File: src/sv/ssms_pkg.sv
// Package for the stock span block: transaction payload types, stack entry
// type, shift command struct, controller state enum and shared constants.
// No dependencies.
package ssms_pkg;

    // Default stack depth (number of cells in the chain)
    localparam int STACK_DEPTH_DEF = 64;

    localparam int PRICE_W = 32;
    localparam int DAY_W   = 32;

    // Saturated day value
    localparam logic [DAY_W-1:0] DAY_MAX = {DAY_W{1'b1}};

    // Input transaction payload
    typedef struct packed {
        logic signed [PRICE_W-1:0] price;
        logic                      first;
    } in_t;

    // Result transaction payload
    typedef struct packed {
        logic [DAY_W-1:0] span_days;
        logic             overflow;
    } out_t;

    // One stack entry held by a cell
    typedef struct packed {
        logic signed [PRICE_W-1:0] price;
        logic [DAY_W-1:0]          day;
    } entry_t;

    // Shift command broadcast to every cell
    typedef struct packed {
        logic push;   // move every entry one cell down, load new top
        logic pop;    // move every entry one cell up, top falls out
    } shift_t;

    typedef enum logic {
        ST_IDLE,
        ST_WALK
    } state_t;

endpackage

File: src/sv/ssms_cell.sv
// One cell of the stack chain: holds a single (price, day) entry and takes
// its neighbor's entry on a push or a pop. Depends on ssms_pkg.
module ssms_cell (
    input  logic                aclk,
    input  ssms_pkg::shift_t    shift,
    input  ssms_pkg::entry_t    above,
    input  ssms_pkg::entry_t    below,
    output ssms_pkg::entry_t    entry
);

    ssms_pkg::entry_t entry_reg;
    ssms_pkg::entry_t entry_next;

    // Push takes the entry from the cell above, pop from the cell below
    always_comb begin
        entry_next = entry_reg;
        if (shift.push) begin
            entry_next = above;
        end else if (shift.pop) begin
            entry_next = below;
        end
    end

    // Payload only, no reset needed
    always_ff @(posedge aclk) begin
        entry_reg <= entry_next;
    end

    assign entry = entry_reg;

endmodule

File: config.mk
export PLATFORM = sky130hd
export DESIGN_NAME = ssms_cell
export DESIGN_NICKNAME = d
export VERILOG_FILES = /design/src/sv/ssms_pkg.sv /design/src/sv/ssms_cell.sv
export SDC_FILE = /design/constraint.sdc
export NUM_CORES = 1
export LEC_CHECK = 0
export BUFFER_PORTS_ARGS = -buffer_cell sky130_fd_sc_hd__buf_2
export CAP_MARGIN = 15
export CELL_PAD_IN_SITES_DETAIL_PLACEMENT = 1
export CELL_PAD_IN_SITES_GLOBAL_PLACEMENT = 1
export CORE_MARGIN = 1.5
export CORE_UTILIZATION = 32
export CTS_CLUSTER_SIZE = 10
export DETAILED_ROUTE_END_ITERATION = 8
export PLACE_DENSITY = 0.83
export SYNTH_ARGS = -nofsm -noshare
export SYNTH_HDL_FRONTEND = slang
export SYNTH_SLANG_ARGS = --single-unit
File: constraint.sdc
create_clock -name aclk -period 3.7 [get_ports aclk]
set_input_delay 0.555 -clock aclk [delete_from_list [all_inputs] [get_ports aclk]]
set_output_delay 0.555 -clock aclk [all_outputs]
set_load 0.02 [all_outputs]
---- Word level (Yosys, flattened, before mapping) ----
Cells that the tools add are included.
cells by class
  muxes and demuxes ....................... 2
  reductions and logical operators ........ 1
operators by type and width
  kind               count
  $mux 64            2
  $reduce_bool 2->1  1
storage, ports and cells
  register bits after elaboration ......... 64
  input port bits ......................... 131
  output and inout bits ................... 64
  logic and storage cells ................. 5

---- Depth between registers and ports, before layout ----
  depth after elaboration ................. 2
  depth in mapped cells ................... 3
  gate-level depth less buffers ........... 1

---- Worst setup path after synthesis ----
No wires, ideal clock.
  path kind ............................... input to register
  from .................................... in shift[1] in the netlist's numbering
  to ...................................... reg entry_reg (netlist bit entry[0]) (enable)
  setup time .............................. 426 ps
  arrival time ............................ 2304 ps
  required time ........................... 3274 ps
  slack ................................... 971 ps
  cell stages on the path ................. 3
  buffers on the path ..................... 2
  cell sequence ........................... buf_6 > buf_6 > or2_1
between the ends
  longest elaborated chain between the ends .. 1
ends and longest elaborated chain
  item                                line             text
  from (decl)                         ssms_cell.sv:5   input ssms_pkg::shift_t shift,
  $reduce_bool 2->1 (no source line)  -
  to (signal assigned)                ssms_cell.sv:26  entry_reg <= entry_next;
  to (decl)                           ssms_cell.sv:11  ssms_pkg::entry_t entry_reg;
No other way between the ends.
A chain may end at the register's enable or synchronous reset.

==> flow_metrics.tcl <==
set metrics [dict create \
    rows 34 \
    syn_avg_cell_area_sq_um 21.4 \
    initial_core_util_pct 33.2 \
    die_x_um 98.3 \
    fp.coreArea_sq_mm 0.00876 \
    grt_first_pass_wirelength_mm 10.8 \
    syn_inst 136 \
    cts_root_buf "clkbuf_8" \
    htree_num_levels 3 \
    drt_wl_total_mm 7.19 \
    crit_cells 3 \
    peakVddDrop_mv 0.136 \
    grt_use_total_pct 14.7 \
    grt_max_degree 42 \
    hold_class "input port to register" \
    synthAdderAreaFrac_pct 0 \
    power.total_mw 1.84 \
    nets 467 \
    synth_cell_types 6 \
    leakage_nw 1.99 \
    ys_ff_latch 64 \
    synth.area.mux_share_pct 31.1 \
    dieArea_sq_mm 0.00966 \
    busiest_layer "met2" \
    dr.pass1.iters 4 \
    first_iter_violations 20 \
    syn-num-nets 267 \
    timing.critical_path.mode_cell "buf_4" \
    largest_reg_flops 64 \
    cts_tree "done" \
    required_ps 3770 \
    cap_viol_max_count 0 \
    postCtsSetupBuffers 0 \
    cp.arrival_ps 2030 \
    finalSetupTns_ps 0 \
    setup_viol 0 \
    vias 2002 \
    grt_antenna_before_repair 0 \
    rsz0062_at_grt "false" \
    met3_usage_pct 7.52 \
    yosys.area_share.simple_pct 0.215 \
    ctsHoldBuffers 0 \
    ys_seq_area_share_pct 66.1 \
    finalCritPeriodShare_pct 52.9 \
    synth.yosys.warnings 0 \
    crit_slowest_cell "buf_4" \
    hold_viol 0 \
    relSlewSlack_pct 60.3 \
    synth-xor-area-share_pct 0 \
    die_h_um 98.3 \
    grt_overflow 0 \
    grt_pass1_vias 2232 \
    syn_area_sq_mm 0.00291 \
    critical_path_buf_inv_count 2 \
    num_antenna_cells 0 \
    cts_inserted_buffers 9 \
    io_buffers 194 \
    ctsLongestPathBuffers 2 \
    area_growth_pct 42.8 \
    cp-start-kind "input port" \
    ff_latch_area_sq_mm 0.00192 \
    path_class "input port to register" \
    met2_usage_pct 26.4 \
    synth_top_family_by_area "multiplexers" \
    drive_above_1_share_pct 80.1 \
    pin_count 195 \
    hold_path_depth 2 \
    critPathCaptureType "register" \
    synth-compound-area-share_pct 0 \
    clock-sinks 64 \
    max_freq_ghz 0.511 \
    maxSlewViolCount 0 \
    crit_path_max_fanout 34 \
    met1_usage_pct 14.4 \
    routabilityCongestion 0.687 \
    cts_resized 0 \
    wire_per_inst_um 16.0 \
    min_period_ps 1960 \
    multi_input_area_sq_um 911 \
    worstMarginPinSlew_ps 595 \
    drc 0 \
    drtAntennaViolNets 0 \
    num-fill-cells 945 \
    status "finished clean" \
    cp_top_family "buffers and inverters" \
    cellPowerDensity_mw_per_mm2 443 \
    slowest_delay_ps 600 \
    hold_start "above[57]" \
    clk_pin_slew_ps 70 \
    vias_per_cell 4.46 \
    min_to "entry[57]$_DFFE_PP_" \
    crit_chain "buf_4 > buf_4 > mux2_2" \
]
[metal layers]
metal | routed length [um] | vias up
met5 | 0 | -
met4 | 95 | 0
met3 | 803 | 8
met2 | 3830 | 126
met1 | 2460 | 934
li1 | - | 934
[synth_stat cells (all sizes together)]
cell type | number | share of area [%]
buf | 7 | 2.5
edfxtp | 64 | 66
mux2 | 64 | 31
or2 | 1 | 0.22
[cell usage in the layout (no fill, tap or decap)]
cell type  instances
mux2_4            49
or2_2              1
clkinv_1           2
buf_2            193
clkbuf_1           2
buf_12             1
mux2_2            15
bufinv_16          1
buf_4              2
clkbuf_8           9
clkinv_2           2
edfxtp_1          64
[kinds of logic (layout without fill, tap and decap cells)]
group,count (synthesis),count (layout)
AND/OR/NAND/NOR,1,1
buffers and inverters,7,212
flip-flops,64,64
multiplexers,64,64
[how the worst max path moves through the flow]
stage                     slack [ps]                  end  startpoint
final                           1740  entry[10]$_DFFE_PP_    shift[1]
after global routing            1690  entry[10]$_DFFE_PP_    shift[1]
after CTS                       1730  entry[10]$_DFFE_PP_    shift[1]
after detailed placement        1360  entry[10]$_DFFE_PP_    shift[1]
after global placement          1440  entry[10]$_DFFE_PP_    shift[1]
after floorplan                  970   entry[0]$_DFFE_PP_    shift[1]
[cell type report]
type                            count  area share (%)
Clock buffer                       11            3.17
Clock inverter                      5            1.15
Tap cell                          108            3.26
Timing Repair Buffer              196            24.1
Multi-Input combinational cell     65            22.0
Sequential cell                    64            46.3
[power by group]
part / internal, mW / leakage (nW) / switching (mW)
clock network: 0.305 / 0.0922 / 0.244
registers: 0.890 / 0.652 / 0.0197
logic: 0.176 / 1.24 / 0.201
total: 1.37 / 1.99 / 0.464
[per-stage QoR]
step	utilization [%]	worst slack, ps	hold slack, ps	instances	cell area (sq um)
2_1_floorplan	-	971	772	136	2910
3_3_place_gp	45.3	1440	855	433	3970
3_5_place_dp	45.3	1360	858	433	3970
4_1_cts	47.3	1730	496	449	4150
5_1_grt	47.3	1690	489	449	4150
6_report	47.3	1740	523	449	4150
(Power assumes the default switching activity.)
