`src/sv/ssms_pkg.sv`:
```
// Package for the stock span block: transaction payload types, stack entry
// type, shift command struct, controller state enum and shared constants.
// No dependencies.
package ssms_pkg;

    // Default stack depth (number of cells in the chain)
    localparam int STACK_DEPTH_DEF = 64;

    localparam int PRICE_W = 32;
    localparam int DAY_W   = 32;

    // Saturated day value
    localparam logic [DAY_W-1:0] DAY_MAX = {DAY_W{1'b1}};

    // Input transaction payload
    typedef struct packed {
        logic signed [PRICE_W-1:0] price;
        logic                      first;
    } in_t;

    // Result transaction payload
    typedef struct packed {
        logic [DAY_W-1:0] span_days;
        logic             overflow;
    } out_t;

    // One stack entry held by a cell
    typedef struct packed {
        logic signed [PRICE_W-1:0] price;
        logic [DAY_W-1:0]          day;
    } entry_t;

    // Shift command broadcast to every cell
    typedef struct packed {
        logic push;   // move every entry one cell down, load new top
        logic pop;    // move every entry one cell up, top falls out
    } shift_t;

    typedef enum logic {
        ST_IDLE,
        ST_WALK
    } state_t;

endpackage

```
`src/sv/ssms_ctrl.sv`:
```
// Sequencer for the stock span block: accepts a transaction, pops the chain
// one entry per cycle, then pushes and registers the result.
// Depends on ssms_pkg.
module ssms_ctrl #(
    parameter int STACK_DEPTH = ssms_pkg::STACK_DEPTH_DEF
) (
    input  logic                aclk,
    input  logic                aresetn,
    input  logic                s_valid,
    output logic                s_ready,
    input  ssms_pkg::in_t       s_data,
    output logic                m_valid,
    input  logic                m_ready,
    output ssms_pkg::out_t      m_data,
    input  ssms_pkg::entry_t    top_entry,
    output ssms_pkg::entry_t    push_entry,
    output ssms_pkg::shift_t    shift
);

    localparam int CW = $clog2(STACK_DEPTH + 1);
    localparam logic [CW-1:0] FULL = CW'(STACK_DEPTH);

    ssms_pkg::state_t state_reg, state_next;
    logic [CW-1:0]    count_reg, count_next;
    logic [ssms_pkg::DAY_W-1:0] day_reg, day_next;
    ssms_pkg::entry_t item_reg, item_next;
    ssms_pkg::out_t   out_reg, out_next;
    logic             m_valid_reg, m_valid_next;

    logic [ssms_pkg::DAY_W-1:0] cur_day;
    logic                       top_pops;
    logic                       out_free;
    logic [ssms_pkg::DAY_W-1:0] span;

    assign cur_day  = s_data.first ? '0 : day_reg;
    assign top_pops = (count_reg != '0) && (top_entry.price <= item_reg.price);
    assign out_free = !m_valid_reg || m_ready;

    // Span against the current top of stack
    always_comb begin
        if (count_reg == '0) begin
            span = (item_reg.day == ssms_pkg::DAY_MAX) ? ssms_pkg::DAY_MAX
                                                       : item_reg.day + 1'b1;
        end else begin
            span = (item_reg.day > top_entry.day) ? item_reg.day - top_entry.day
                                                   : {{(ssms_pkg::DAY_W-1){1'b0}}, 1'b1};
        end
    end

    // Next state and outputs
    always_comb begin
        state_next   = state_reg;
        count_next   = count_reg;
        day_next     = day_reg;
        item_next    = item_reg;
        out_next     = out_reg;
        m_valid_next = m_valid_reg && !m_ready;
        shift        = '0;
        s_ready      = 1'b0;
        case (state_reg)
            ssms_pkg::ST_IDLE: begin
                s_ready = 1'b1;
                if (s_valid) begin
                    item_next.price = s_data.price;
                    item_next.day   = cur_day;
                    day_next        = (cur_day == ssms_pkg::DAY_MAX) ? ssms_pkg::DAY_MAX
                                                                     : cur_day + 1'b1;
                    if (s_data.first) begin
                        count_next = '0;
                    end
                    state_next = ssms_pkg::ST_WALK;
                end
            end
            ssms_pkg::ST_WALK: begin
                if (top_pops) begin
                    shift.pop  = 1'b1;
                    count_next = count_reg - 1'b1;
                end else if (out_free) begin
                    // Push; a full chain drops its bottom cell
                    shift.push         = 1'b1;
                    out_next.span_days = span;
                    out_next.overflow  = (count_reg == FULL);
                    if (count_reg != FULL) begin
                        count_next = count_reg + 1'b1;
                    end
                    m_valid_next = 1'b1;
                    state_next   = ssms_pkg::ST_IDLE;
                end
            end
            default: begin
                state_next = ssms_pkg::ST_IDLE;
            end
        endcase
    end

    // Control registers
    always_ff @(posedge aclk) begin
        if (!aresetn) begin
            state_reg   <= ssms_pkg::ST_IDLE;
            count_reg   <= '0;
            day_reg     <= '0;
            m_valid_reg <= 1'b0;
        end else begin
            state_reg   <= state_next;
            count_reg   <= count_next;
            day_reg     <= day_next;
            m_valid_reg <= m_valid_next;
        end
    end

    // Payload registers
    always_ff @(posedge aclk) begin
        item_reg <= item_next;
        out_reg  <= out_next;
    end

    assign push_entry = item_reg;
    assign m_valid    = m_valid_reg;
    assign m_data     = out_reg;

endmodule

```
`config.mk`:
```
export PLATFORM = sky130hd
export DESIGN_NAME = ssms_ctrl
export DESIGN_NICKNAME = d
export VERILOG_FILES = /design/src/sv/ssms_pkg.sv /design/src/sv/ssms_ctrl.sv
export SDC_FILE = /design/constraint.sdc
export NUM_CORES = 1
export LEC_CHECK = 0
export ABC_AREA = 1
export BUFFER_PORTS_ARGS = -buffer_cell sky130_fd_sc_hd__buf_2
export CAP_MARGIN = 20
export CORE_ASPECT_RATIO = 2
export CORE_MARGIN = 1.5
export CORE_UTILIZATION = 55
export CTS_CLUSTER_DIAMETER = 200
export DETAILED_ROUTE_END_ITERATION = 16
export GPL_TIMING_DRIVEN = 0
export PLACE_DENSITY = 0.83
export SYNTH_ARGS = -nofsm -noshare
export SYNTH_HDL_FRONTEND = slang
export SYNTH_SLANG_ARGS = --single-unit
```
`constraint.sdc`:
```
create_clock -name aclk -period 4.33 [get_ports aclk]
set_input_delay 0.2165 -clock aclk [delete_from_list [all_inputs] [get_ports aclk]]
set_output_delay 0.2165 -clock aclk [all_outputs]
set_load 0.01 [all_outputs]
```
# --- Word-level counts from Yosys, hierarchy flattened ---
# Index checks and enable logic that the tools add are counted.
classes:
  add_sub_neg: 5
  n_mul: 0
  div_mod_pow: 0
  order_cmp: 2
  eq_ne: 8
  shifts: 0
  mux: 23
  n_bitwise: 2
  n_reduce_logical: 10
ops:
  columns: ["cell", "count"]
  rows:
  - ["2-to-1 mux 32 bit", 5]
  - ["adder 32 x 1 -> 32 bit (second input constant)", 2]
  - ["equality test 32 bit (second input constant)", 2]
  - ["2-to-1 mux 7 bit", 5]
  - ["> comparator 32 bit", 1]
  - ["<= comparator 32 bit", 1]
  - ["subtractor 32 bit", 1]
  - ["one-hot mux 7 bit (2 select lines)", 1]
  - ["2-to-1 mux 1 bit", 10]
  - ["adder 7 x 1 -> 7 bit (second input constant)", 1]
  - ["equality test 7 bit (second input constant)", 1]
  - ["logical NOT 7 bit", 1]
  - ["!= test 7 bit (second input constant)", 1]
  - ["nonzero test 7 bit", 1]
  - ["subtractor 7 x 1 -> 7 bit (second input constant)", 1]
  - ["!= test 3 x 1 -> 1 bit (second input constant)", 2]
  - ["!= test 2 bit (second input constant)", 2]
  - ["AND reduction 4 bit", 1]
  - ["AND reduction 3 bit", 1]
  - ["logical AND 1 bit", 2]
  - ["logical NOT 1 bit", 2]
  - ["2-to-1 mux 2 bit", 1]
  - ["NOT 1 bit", 2]
  - ["one-hot mux 1 bit (2 select lines)", 1]
  - ["2 further kinds", 2]
word_totals:
  ff_bits: 138
  latch_bits: 0
  mem_bits_rw: 0
  rom_bits: 0
  in_bits: 101
  out_inout_bits: 101
  wordCells: 58
  mem_count: 0

# --- Logic depth before layout (Yosys ltp) ---
logic_depth:
  depth_word: 5
  depth_mapped: 29
  ltp_nobuf: 29

# --- Least setup slack after synthesis ---
# Ideal clock, no wire load.
synth_path:
  path_type: "reg-to-reg"
  startpoint: "register state_reg"
  endpoint: "register item_reg (netlist bit push_entry[0]) (enable)"
  setup_time_ps: 454
  t_arrival_ps: 2761
  slack_ps: 1115
  stages_incl_launch_ff: 4
  synth_period_minus_slack_ps: 3215
  cell_sequence: "dfxtp_1 > clkbuf_1 > nor2_1 > clkbuf_1"
synth_between:
  elab_chain_len: 2
synth_lines:
  columns: ["element", "line_no", "source"]
  rows:
  - ["from (decl)", "ssms_ctrl.sv:23", "ssms_pkg::state_t state_reg, state_next;"]
  - ["from (signal assigned)", "ssms_ctrl.sv:99", "state_reg <= ssms_pkg::ST_IDLE;"]
  - ["from (signal assigned)", "ssms_ctrl.sv:104", "state_reg <= state_next;"]
  - ["NOT 1 bit (no line)", null, null]
  - ["AND reduction 2 bit (no line)", null, null]
  - ["to (signal assigned)", "ssms_ctrl.sv:113", "item_reg <= item_next;"]
  - ["to (decl)", "ssms_ctrl.sv:26", "ssms_pkg::entry_t item_reg, item_next;"]
# No other way between the ends.
# A chain may end at the register's enable or synchronous reset.

# --- Worst setup path in the final report ---
layout_path:
  startpoint: "register count_reg[1]"
  endpoint: "register count_reg[5]"
layout_between:
  elab_chain_len: 5
layout_lines:
  columns: ["element", "line_no", "source"]
  rows:
  - ["from (decl)", "ssms_ctrl.sv:24", "logic [CW-1:0] count_reg, count_next;"]
  - ["from (signal assigned)", "ssms_ctrl.sv:105", "count_reg <= count_next;"]
  - ["adder 7 x 1 -> 7 bit", "ssms_ctrl.sv:84", "count_next = count_reg + 1'b1;"]
  - ["2-to-1 mux 7 bit", "ssms_ctrl.sv:83", "if (count_reg != FULL) begin"]
  - ["2-to-1 mux 7 bit", "ssms_ctrl.sv:78", "end else if (out_free) begin"]
  - ["2-to-1 mux 7 bit", "ssms_ctrl.sv:75", "if (top_pops) begin"]
  - ["one-hot mux 7 bit (2 select lines)", "ssms_ctrl.sv:60", "case (state_reg)"]
# Several ways; a longest one is shown, not always the timed one. The select of a mux whose other input is x is not followed.

==> flow_metrics.tcl <==
set metrics [dict create \
    status "finished clean" \
    finalCritPeriodShare_pct 85.52 \
    max-cap-violations 0 \
    cp-start-kind "register" \
    ys_warn_count 0 \
    rr_worst_depth 16 \
    portBuffers 201 \
    vdd_drop_max_mv 0.2942 \
    die_y_um 192.3 \
    rows 69 \
    grt_max_degree 74 \
    grtUsageMet1_pct 26.66 \
    crit_arrival_ns 4.05 \
    cts_resized 0 \
    yosysTopAreaCell "edfxtp_1" \
    die_w_um 97.67 \
    cts_sinks 138 \
    grtUsageMet2_pct 62.05 \
    place.gp.congestion 0.9759 \
    globalRouteMet3Util_pct 5.216 \
    cts_inserted_buffers 17 \
    initial_utilization_pct 55.70 \
    syn_inst 1275 \
    p_sw_w 0.001334 \
    timing.fmax_ghz 0.2700 \
    synth.area.top_cells "edfxtp_1 (30%), ha_1 (9.0%), nand2_1 (8.8%)" \
    drt_iter0_drc 400 \
    hp-class "primary input to register" \
    antenna_cells 0 \
    via_count 9623 \
    tightest_slew_ns 0.9393 \
    insertion_delay_ns 0.43 \
    ant_nets 0 \
    final_util_pct 68.05 \
    ios 202 \
    worstPathMaxFanout 8 \
    hold_ws_ns 0.07535 \
    setup_viol 0 \
    cts_tree "yes" \
    clkPwrFrac_pct 33.9 \
    grt_overflow 0 \
    grt_first_pass_wirelength_mm 45.70 \
    ff_latch_area_mm2 0.003734 \
    drc_errors 0 \
    hold_viol_final 0 \
    netlist_area_mm2 0.009858 \
    antenna_found_initial 0 \
    fin_skew_ns 0.009164 \
    clockRootBuffer "clkbuf_16" \
    switching_share_pct 32.20 \
    dpl-instance-area_mm2 0.01116 \
    leakage_nw 5.755 \
    clkTransAtPathRegs_ns 0.06 \
    multi_input_area_mm2 0.005127 \
    seqPwrFrac_pct 39.8 \
    grt_pass1_vias 9975 \
    final_layout_size_suffix_gt1_share_pct 20.38 \
    syn-mean-instance-area_um2 7.732 \
    maxSlewViolCount 0 \
    r2r_setup_slack_ns 0.63 \
    firstDrtPassIters 5 \
    final_cells 1754 \
    grt.busiest_layer "met2" \
    fin_crit_ns 3.703 \
    yosysSeqAreaShare_pct 37.87 \
    h-tree-depth 4 \
    largest_reg_flops 64 \
    dp_cells 1690 \
    grt_use_total_pct 31.38 \
    power.share.combinational_pct 26.3 \
    ys_seq_elements 138 \
    synth_top_area_share_pct 29.55 \
    yosys.cell_types.count 49 \
    drt-wirelength-per-cell_um 16.69 \
    relSlewSlack_pct 37.38 \
    internal-power_w 0.002808 \
    worstSetupPathType "register to register" \
    post_drt_via_cell_ratio 5.486 \
    wirelength_mm 29.27 \
    end_kind "register" \
    syn_to_final_growth_pct 22.17 \
    syn_nets 1449 \
    stdcell_area_mm2 0.01204 \
    layout.nets 1702 \
    core_mm2 0.01770 \
    dieArea_mm2 0.01878 \
    rsz0062_at_grt "no" \
    worstHoldPathCells 3 \
    p_per_area_mw_per_mm2 343.8 \
    required_ns 4.68 \
    dp_hpwl_mm 22.93 \
    cts_buffer_depth 2 \
    fillers 1446 \
]
## critical path, cell delays in order (launching register included)
cell      delay [ns]
dfxtp_1         0.34
nor4_1          0.47
inv_1           0.11
nor3_2          0.66
inv_1           0.16
nand2_2         0.22
inv_1           0.15
ha_1            0.35
nand2_1         0.09
nor2_1          0.04
a211oi_1        0.25
nor2_1          0.09
o21ai_0         0.17
nand2_1         0.08
xnor2_1         0.12
nand3b_1        0.17
a21oi_1         0.15
## cells by family after synthesis
| kind of cell | share of synthesized area [%] |
|---|---|
| fa+ha+maj | 9.417 |
| buf+inv | 10.12 |
| simple gates | 25.17 |
| xor+xnor | 3.820 |
| flops | 37.87 |
| compound gates | 13.61 |
## through the flow
| step | TNS (ns) | total power, W | worst slack, ns |
|---|---|---|---|
| after floorplan | 0 | 0.002346 | 1.115 |
| after global placement | -0.6195 | 0.002692 | -0.03180 |
| after detailed placement | 0 | 0.002722 | 0.7178 |
| after CTS | 0 | 0.004128 | 0.7096 |
| after global routing | 0 | 0.004333 | 0.3829 |
| final | 0 | 0.004141 | 0.6269 |
## final timing paths
| check | start | endpoint |
|---|---|---|
| setup / recovery | count_reg[1] | count_reg[5] |
| hold / removal | s_valid | state_reg |
| setup reg to reg | count_reg[1] | count_reg[5] |
| hold reg to reg | day_reg[24] | day_reg[24] |
## timing repair
| action | 4_1_cts | 5_1_grt |
|---|---|---|
| hold buffers | 32 | 0 |
| endpoints found under the hold margin | 32 | 0 |
| setup buffers | 0 | 0 |
## Yosys cell counts (all sizes together)
library cell	instances
clkbuf	14
xnor2	17
o221ai	2
inv	233
o31ai	3
nor3b	2
o21a	4
a211oi	4
nand3b	8
nand2	239
o21bai	3
o21ai	101
or2	6
a41oi	1
nand4	18
a31oi	18
edfxtp	97
fa	2
nor3	37
nor4	11
nand3	57
a21boi	1
o211ai	9
nor2	155
a221oi	7
a21oi	74
dfxtp	41
ha	71
buf	9
a21o	5
xor2	26
## power by group through the flow
stage | sequential, W | clock [W] | combinational, W
after floorplan | 0.00171 | 0 | 0.000637
after global placement | 0.00168 | 0 | 0.00102
after detailed placement | 0.00167 | 0 | 0.00105
after CTS | 0.00165 | 0.00141 | 0.00108
after global routing | 0.00166 | 0.00146 | 0.00121
final | 0.00165 | 0.00140 | 0.00109
## cell usage in the layout (no fill, tap or decap), types with 14 or more instances in the layout
master,count
inv_1,210
xnor2_1,17
a21oi_1,72
nand3_1,54
o21ai_0,85
a31oi_1,18
dfxtp_1,41
buf_2,206
xor2_1,26
nor3_1,29
nand4_1,16
clkbuf_1,15
o21ai_1,14
dlygate4sd3_1,32
nand2_1,231
edfxtp_1,97
inv_2,23
clkbuf_16,17
ha_1,71
nor2_1,139
## cell type report
cell class	count	share of cell area, %
timing repair buffer	234	11.24
tap	213	2.213
buffer	23	1.049
inverter	233	7.262
clock inverter	13	1.070
clock buffer	19	3.594
multi-input combinational	881	42.57
sequential	138	31.00
## layer usage
metal | vias to the layer above | share of wire (%)
met1 | 4346 | 32
li1 | 4743 | -
met5 | - | 0
met4 | 0 | 7.8
met3 | 147 | 5.2
met2 | 387 | 55
(Power assumes the default switching activity.)
